**config.mk**
```make
export PLATFORM = sky130hd
export DESIGN_NAME = psu_recon
export DESIGN_NICKNAME = d
export VERILOG_FILES = /design/src/design/psu_pkg.sv /design/src/design/psu_recon.sv
export SDC_FILE = /design/constraint.sdc
export NUM_CORES = 1
export LEC_CHECK = 0
export ABC_AREA = 1
export BUFFER_PORTS_ARGS = -buffer_cell sky130_fd_sc_hd__buf_4
export CORE_UTILIZATION = 25
export DETAILED_ROUTE_END_ITERATION = 7
export GPL_TIMING_DRIVEN = 1
export PLACE_DENSITY_LB_ADDON = 0.08
export REMOVE_ABC_BUFFERS = 1
export SLEW_MARGIN = 40
export SYNTH_ARGS = -nofsm -noshare
export SYNTH_HDL_FRONTEND = slang
export SYNTH_SLANG_ARGS = --single-unit
```
**constraint.sdc**
```tcl
create_clock -name clk -period 20.8 [get_ports clk]
set_clock_uncertainty 0.15 [all_clocks]
set_input_delay 2.08 -clock clk [delete_from_list [all_inputs] [get_ports clk]]
set_output_delay 2.08 -clock clk [all_outputs]
set_load 0.01 [all_outputs]
```
**src/design/psu_pkg.sv**
```systemverilog
// ----------------------------------------------------------------------------
// psu_pkg
// Shared constants, types and the Paeth predictor for the PNG scanline
// unfilter unit.
// ----------------------------------------------------------------------------
package psu_pkg;

	localparam int LINE_BYTES = 4096;
	localparam int ADDR_W     = $clog2(LINE_BYTES);
	localparam int COL_W      = ADDR_W + 1;
	localparam int MAX_BPP    = 8;
	localparam int HIST_W     = $clog2(MAX_BPP);
	localparam int BPP_W      = 4;

	typedef enum logic [2:0] {
		FILT_NONE,
		FILT_SUB,
		FILT_UP,
		FILT_AVG,
		FILT_PAETH,
		FILT_BAD
	} filter_t;

	// Control that travels with a request from the accept edge into stage 1.
	typedef struct packed {
		logic              valid;
		logic              line_start;
		filter_t           filter;
		logic              no_upper;
		logic              col_ok;
		logic [HIST_W-1:0] bpp_idx;
	} recon_ctrl_t;

	// Paeth predictor: the neighbor closest to a + b - c, ties go a, then b.
	function automatic logic [7:0] paeth_pick(input logic [7:0] a, input logic [7:0] b,
			input logic [7:0] c);
		logic signed [9:0] da;
		logic signed [9:0] db;
		logic signed [9:0] dc;
		logic        [9:0] pa;
		logic        [9:0] pb;
		logic        [9:0] pc;
		da = $signed({2'b00, b}) - $signed({2'b00, c});
		db = $signed({2'b00, a}) - $signed({2'b00, c});
		dc = $signed({2'b00, a}) + $signed({2'b00, b}) - $signed({1'b0, c, 1'b0});
		pa = da[9] ? 10'(-da) : 10'(da);
		pb = db[9] ? 10'(-db) : 10'(db);
		pc = dc[9] ? 10'(-dc) : 10'(dc);
		if (pa <= pb && pa <= pc) begin
			return a;
		end else if (pb <= pc) begin
			return b;
		end else begin
			return c;
		end
	endfunction

endpackage

```
**src/design/psu_recon.sv**
```systemverilog
// ----------------------------------------------------------------------------
// psu_recon
// Stage-1 reconstruction: left and upper-left history registers and the
// filter arithmetic that rebuilds one byte from its neighbors.
// ----------------------------------------------------------------------------
module psu_recon import psu_pkg::*; (
	input  logic        clk,
	input  logic        arst_n,
	input  recon_ctrl_t ctrl,
	input  logic        fire,
	input  logic [7:0]  x,
	input  logic [7:0]  upper_raw,
	output logic [7:0]  result,
	output logic        bad
);

	logic [7:0] left_q     [MAX_BPP];
	logic [7:0] up_left_q  [MAX_BPP];
	logic [7:0] a;
	logic [7:0] b;
	logic [7:0] c;
	logic [8:0] avg_sum;

	assign a       = left_q[ctrl.bpp_idx];
	assign c       = up_left_q[ctrl.bpp_idx];
	assign b       = (ctrl.no_upper || !ctrl.col_ok) ? 8'd0 : upper_raw;
	assign avg_sum = {1'b0, a} + {1'b0, b};

	always_comb begin
		bad = 1'b0;
		unique case (ctrl.filter)
			FILT_NONE:  result = x;
			FILT_SUB:   result = x + a;
			FILT_UP:    result = x + b;
			FILT_AVG:   result = x + avg_sum[8:1];
			FILT_PAETH: result = x + paeth_pick(a, b, c);
			default: begin
				result = x;
				bad    = 1'b1;
			end
		endcase
	end

	// A line start clears both histories so the first pixel sees zero neighbors.
	always_ff @(posedge clk or negedge arst_n) begin
		if (!arst_n) begin
			for (int i = 0; i < MAX_BPP; i++) begin
				left_q[i]    <= 8'd0;
				up_left_q[i] <= 8'd0;
			end
		end else if (fire) begin
			if (ctrl.line_start) begin
				for (int i = 0; i < MAX_BPP; i++) begin
					left_q[i]    <= 8'd0;
					up_left_q[i] <= 8'd0;
				end
			end else begin
				left_q[0]    <= result;
				up_left_q[0] <= b;
				for (int i = 1; i < MAX_BPP; i++) begin
					left_q[i]    <= left_q[i-1];
					up_left_q[i] <= up_left_q[i-1];
				end
			end
		end
	end

endmodule
```
==> flow_metrics.env, run 1 <==
export IMPL_avgSynthCellArea_sq_um=7.36
export IMPL_grt_pass1_vias=8010
export IMPL_hold_ws_ns=0.331
export IMPL_reg2reg_depth=42
export IMPL_power_switching_uw=412
export IMPL_drive_gt1_frac=0.0904
export IMPL_port_buffer_count=36
export IMPL_fp_dieH_microns=196
export IMPL_grt_max_degree=88
export IMPL_dpl_cell_area_sq_mm=0.0102
export IMPL_p_int_uw=588
export IMPL_area_delta_synth_final_pct=14.0
export IMPL_combinationalPowerShare=0.460
export IMPL_first_pass_iters=5
export IMPL_antenna_found_initial=0
export IMPL_slowest_stage="fa_1"
export IMPL_vias=8182
export IMPL_cts_tree="done"
export IMPL_fin_tns_setup_ns=0
export IMPL_p_leak_uw=0.00518
export IMPL_cts_sinks=128
export IMPL_finalNetCount=1403
export IMPL_cap_violations=0
export IMPL_cts_repair_resized=0
export IMPL_dp_cells=1742
export IMPL_regToRegEndpoint="left_q[62]$_DFFE_PN0P_"
export IMPL_synth_ff_type="dfrtp_1"
export IMPL_setup_worst_path_end_class="primary output"
export IMPL_crit_arrival_ns=10.43
export IMPL_synthCells=1276
export IMPL_hold_class="flip-flop to flip-flop"
export IMPL_reg2reg_slack_ns=13.01
export IMPL_dieArea_sq_mm=0.0383
export IMPL_power_density_mw_per_mm2=93.4
export IMPL_synth_simple_area_share=0.165
export IMPL_track_usage=0.159
export IMPL_cts_hold_buf=0
export IMPL_post_drt_wl_per_cell_microns=16.5
export IMPL_cp_data_required_time_ns=18.57
export IMPL_startpoint_type="input port"
export IMPL_hpwl_mm=21.1
export IMPL_clock_fmax_ghz=0.0790
export IMPL_synth_xor_area_frac=0.0304
export IMPL_core_sq_mm=0.0368
export IMPL_status="complete, no violations"
export IMPL_overflow=0
export IMPL_cts_buffer_depth=2
export IMPL_ys_seq_elements=128
export IMPL_p_seq_frac=0.260
export IMPL_num_rows=70
export IMPL_cts_setup_buffers=0
export IMPL_fill_cells=4016
export IMPL_rsz0062_at_grt="no"
export IMPL_antenna_cells=0
export IMPL_yosysSeqAreaShare=0.341
export IMPL_die_w_microns=196
export IMPL_start_util=0.255
export IMPL_grt_pass1_wl_mm=46.5
export IMPL_r2r_start="left_q[10]$_DFFE_PN0P_"
export IMPL_whs_path_depth=2
export IMPL_finalNonFillerCells=1773
export IMPL_routabilityCongestion=0.800
export IMPL_detail_route_antenna_nets=0
export IMPL_clkLatencyLatePin_ns=0.42
export IMPL_yosys_area_share_adder=0.117
export IMPL_yosysWarnings=0
export IMPL_yosysUniqueCellTypes=49
export IMPL_finalSetupViolations=0
export IMPL_tightestPinTransition_ns=0.841
export IMPL_synth_enable_flop_cells=0
export IMPL_finalCritPeriodShare=0.609
export IMPL_p_clk_frac=0.280
export IMPL_drt_iter0_drc=550
export IMPL_routed_wl_mm=29.3
export IMPL_maxSlewViolCount=0
export IMPL_whs_endpoint="up_left_q[4]$_DFFE_PN0P_"
export IMPL_htreeDepth=4
export IMPL_synth_compound_area_frac=0.216
export IMPL_muxShareOfSynthArea=0
export IMPL_hold_violations=0
export IMPL_clk_pin_slew_worst_paths_ns=0.05
export IMPL_viasPerCell=4.61
export IMPL_drc=0
export IMPL_path_class="input port to primary output"
export IMPL_max_stage_delay_ns=0.57
export IMPL_async_flop_share=1.00
export IMPL_fin_area_sq_mm=0.0107
export IMPL_cts_root_buf="clkbuf_16"
export IMPL_min_period_ns=12.66
export IMPL_total_power_uw=999
export IMPL_switching_share=0.412
export IMPL_critPathMaxFanout=65
export IMPL_worst_path_most_repeated_cell="inv_1"
export IMPL_cts_buffers=17
export IMPL_syn_area_sq_mm=0.00939
export IMPL_min_from="up_left_q[4]$_DFFE_PN0P_"
export IMPL_max_slew_margin_rel=0.433
export IMPL_io_pins=38
export IMPL_vdd_ir_drop_max_v=0.0000555
export IMPL_synth_top_family_by_area="compound AO/OA/AOI/OAI gates"
[cell usage after synthesis, types with 4 or more instances]
cell / instances / area, sq um
nor3_1: 9 / 45.0
a21oi_2: 4 / 35.0
nand4_1: 12 / 75.1
xor2_1: 22 / 193
nand2_1: 198 / 743
nand3_1: 38 / 190
a21oi_1: 91 / 455
clkbuf_1: 44 / 165
o2111ai_1: 6 / 52.6
ha_1: 70 / 876
nand2_2: 13 / 81.3
o22ai_1: 108 / 676
xnor2_1: 5 / 43.8
dfrtp_1: 128 / 3200
inv_1: 260 / 976
nor2_1: 64 / 240
fa_1: 11 / 220
buf_1: 5 / 18.8
clkinv_1: 6 / 22.5
inv_2: 5 / 18.8
o21ai_0: 126 / 631
[logic make-up after synthesis]
family,Yosys count
other,2
xor gates and xnor gates,30
adders and majority gates,81
DFF,128
and+or+nand+nor,354
buffers and inverters,323
AOI/OAI and AO/OA,358
[flip-flops by register name (all words and copies together) (netlist names)]
signal     count
up_left_q     64
left_q        64
[worst max-delay path, delay by kind of cell]
family	cells	cell delay [ns]
XOR/XNOR	3	0.65
AND/OR/NAND/NOR	13	1.50
adder cells (fa/ha/maj)	5	1.91
buffers and inverters	12	1.86
AO/OA/AOI/OAI	12	2.38
[power groups by stage]
stage / clock network (uW) / logic, uW / registers, uW
after floorplan: 0 / 333 / 264
after global placement: 0 / 462 / 264
after detailed placement: 0 / 468 / 264
after CTS: 289 / 469 / 260
after global routing: 299 / 535 / 261
final: 279 / 460 / 260
[routing by layer]
layer | vias up | part of all wire | wire length, microns | global-route usage
met2 | 102 | 0.48 | 14100 | 0.270
met4 | 0 | 0.015 | 445 | 0.0408
met1 | 3840 | 0.48 | 13900 | 0.210
met3 | 22 | 0.026 | 758 | 0.0251
met5 | - | 0 | 0 | 0
li1 | 4218 | - | - | -
[cells in the final DEF (no fill, tap or decap), drive strengths merged, types with 4 or more instances in the layout]
| master | instances |
|---|---|
| nor2 | 66 |
| o21ai | 127 |
| o22ai | 108 |
| nand3 | 41 |
| ha | 70 |
| o2111ai | 6 |
| xor2 | 25 |
| nand2 | 213 |
| xnor2 | 5 |
| a21oi | 95 |
| buf | 47 |
| dfrtp | 128 |
| nor3 | 12 |
| nand4 | 13 |
| inv | 266 |
| or2 | 4 |
| clkinv | 12 |
| fa | 11 |
| conb | 4 |
| clkbuf | 24 |
[worst max-delay path by stage]
| stage | start | to |
|---|---|---|
| 3_5_place_dp | ctrl[0] | result[6] |
| 6_report | ctrl[0] | result[6] |
| 3_3_place_gp | ctrl[0] | result[6] |
| 4_1_cts | ctrl[0] | result[6] |
| 5_1_grt | ctrl[0] | result[6] |
| 2_1_floorplan | ctrl[0] | result[6] |
[per-stage QoR]
| step | worst slack, ns | utilization |
|---|---|---|
| floorplan | 9.74 | - |
| CTS | 7.95 | 0.291 |
| global placement | 7.75 | 0.276 |
| global route | 7.31 | 0.291 |
| finish | 8.14 | 0.291 |
| detailed placement | 7.99 | 0.276 |
[cell type report]
type,count,area (sq um),share of cell area
tap,468,586,0.0547
timing repair buffer,47,364,0.0340
sequential,128,3200,0.299
multi-input combinational,827,4980,0.466
clock inverter,7,60.1,0.00561
inverter,272,1020,0.0957
clock buffer,24,482,0.0450
Note: power is estimated with default switching activity, not from simulation.
==> inputs of run 2 (changes only) <==
Clock period 20.8 ns to 13.2 ns, I/O delays scaled along.
==> flow_metrics.env, run 2 (same netlist as run 1, synthesis figures left out) <==
export IMPL_startpoint_type="input port"
export IMPL_fin_area_sq_mm=0.0108
export IMPL_cts_root_buf="clkbuf_16"
export IMPL_cts_repair_resized=0
export IMPL_maxSlewViolCount=0
export IMPL_p_clk_frac=0.291
export IMPL_clk_pin_slew_worst_paths_ns=0.05
export IMPL_io_pins=38
export IMPL_drc=0
export IMPL_antenna_found_initial=0
export IMPL_detail_route_antenna_nets=0
export IMPL_rsz0062_at_grt="no"
export IMPL_grt_pass1_vias=7845
export IMPL_finalCritPeriodShare=0.823
export IMPL_routabilityCongestion=0.790
export IMPL_vdd_ir_drop_max_v=0.0000875
export IMPL_antenna_cells=0
export IMPL_dpl_cell_area_sq_mm=0.0102
export IMPL_tightestPinTransition_ns=0.757
export IMPL_drive_gt1_frac=0.0932
export IMPL_dp_cells=1746
export IMPL_power_switching_uw=643
export IMPL_die_w_microns=196
export IMPL_cts_setup_buffers=0
export IMPL_area_delta_synth_final_pct=14.6
export IMPL_cts_tree="done"
export IMPL_critPathMaxFanout=65
export IMPL_hpwl_mm=21.0
export IMPL_cap_violations=0
export IMPL_start_util=0.255
export IMPL_finalNonFillerCells=1777
export IMPL_status="complete, no violations"
export IMPL_fill_cells=3997
export IMPL_largestRegisters="left_q (64), up_left_q (64)"
export IMPL_routed_wl_mm=28.8
export IMPL_cts_buffers=17
export IMPL_finalSetupViolations=0
export IMPL_num_rows=70
export IMPL_hold_ws_ns=0.326
export IMPL_clock_fmax_ghz=0.0921
export IMPL_max_slew_margin_rel=0.490
export IMPL_hold_violations=0
export IMPL_first_pass_iters=5
export IMPL_min_period_ns=10.86
export IMPL_p_seq_frac=0.257
export IMPL_fp_dieH_microns=196
export IMPL_clkLatencyLatePin_ns=0.42
export IMPL_htreeDepth=4
export IMPL_cts_buffer_depth=2
export IMPL_p_int_uw=948
export IMPL_fin_tns_setup_ns=0
export IMPL_port_buffer_count=36
export IMPL_cts_hold_buf=0
export IMPL_viasPerCell=4.57
export IMPL_grt_max_degree=97
export IMPL_final_common_cell="inv_1"
export IMPL_reg2reg_slack_ns=5.65
export IMPL_grt_pass1_wl_mm=45.6
export IMPL_track_usage=0.156
export IMPL_cp_data_required_time_ns=11.73
export IMPL_core_sq_mm=0.0368
export IMPL_finalNetCount=1407
export IMPL_crit_arrival_ns=9.39
export IMPL_vias=8128
export IMPL_hold_class="flip-flop to flip-flop"
export IMPL_worst_path_most_repeated_cell="inv_1"
export IMPL_cts_sinks=128
export IMPL_slowest_stage="o21ai_0"
export IMPL_dieArea_sq_mm=0.0383
export IMPL_switching_share=0.404
export IMPL_path_class="input port to primary output"
export IMPL_power_density_mw_per_mm2=148
export IMPL_final_cell_mix="260 x inv_1, 198 x nand2_1, 128 x dfrtp_1, 126 x o21ai_0, 108 x o22ai_1"
export IMPL_setup_worst_path_end_class="primary output"
export IMPL_drt_iter0_drc=396
export IMPL_max_stage_delay_ns=0.59
export IMPL_overflow=0
export IMPL_p_leak_uw=0.00522
export IMPL_combinationalPowerShare=0.452
export IMPL_fin_util=0.292
export IMPL_post_drt_wl_per_cell_microns=16.2
run 2: layer usage:
metal	vias to the layer above	GRT usage	part of all wire
li1	4235	-	-
met1	3781	0.208	0.48
met2	86	0.258	0.48
met3	26	0.0253	0.018
met4	0	0.0483	0.021
met5	-	0	0
run 2: worst paths after layout:
kind / startpoint / to / cells after the start
max: ctrl[0] / result[6] / 40
min: left_q[3]$_DFFE_PN0P_ / left_q[3]$_DFFE_PN0P_ / 2
max reg2reg: up_left_q[17]$_DFFE_PN0P_ / left_q[62]$_DFFE_PN0P_ / 37
min reg2reg: left_q[3]$_DFFE_PN0P_ / left_q[3]$_DFFE_PN0P_ / 2
max in group asynchronous: arst_n / up_left_q[32]$_DFFE_PN0P_ / 2
min in group asynchronous: arst_n / left_q[60]$_DFFE_PN0P_ / 1
run 2: through the flow:
step	total power [uW]	worst slack, ns
2_1_floorplan	940	3.66
3_3_place_gp	1150	2.10
3_5_place_dp	1150	2.07
4_1_cts	1620	2.06
5_1_grt	1750	1.40
6_report	1590	2.34
run 2: worst max-delay path, delay by kind of cell:
family                   cells  cell delay (ns)
AO/OA/AOI/OAI               10             2.45
XOR/XNOR                     1             0.06
adder cells (fa/ha/maj)      4             1.52
buffers and inverters       11             1.95
AND/OR/NAND/NOR             14             2.04
run 2: power by group through the flow:
stage               combinational [uW]  clock [uW]  sequential, uW
floorplan                          525           0             415
global placement                   730           0             416
detailed placement                 733           0             416
CTS                                736         477             409
global route                       841         495             411
finish                             719         462             410
run 2: final cells by class:
| cell class | count | area [sq um] | share of cell area |
|---|---|---|---|
| Multi-Input combinational cell | 827 | 4970 | 0.462 |
| Sequential cell | 128 | 3200 | 0.298 |
| Inverter | 272 | 1020 | 0.0953 |
| Tap cell | 468 | 586 | 0.0544 |
| Clock buffer | 26 | 529 | 0.0492 |
| Timing Repair Buffer | 51 | 394 | 0.0366 |
| Clock inverter | 5 | 50.0 | 0.00465 |
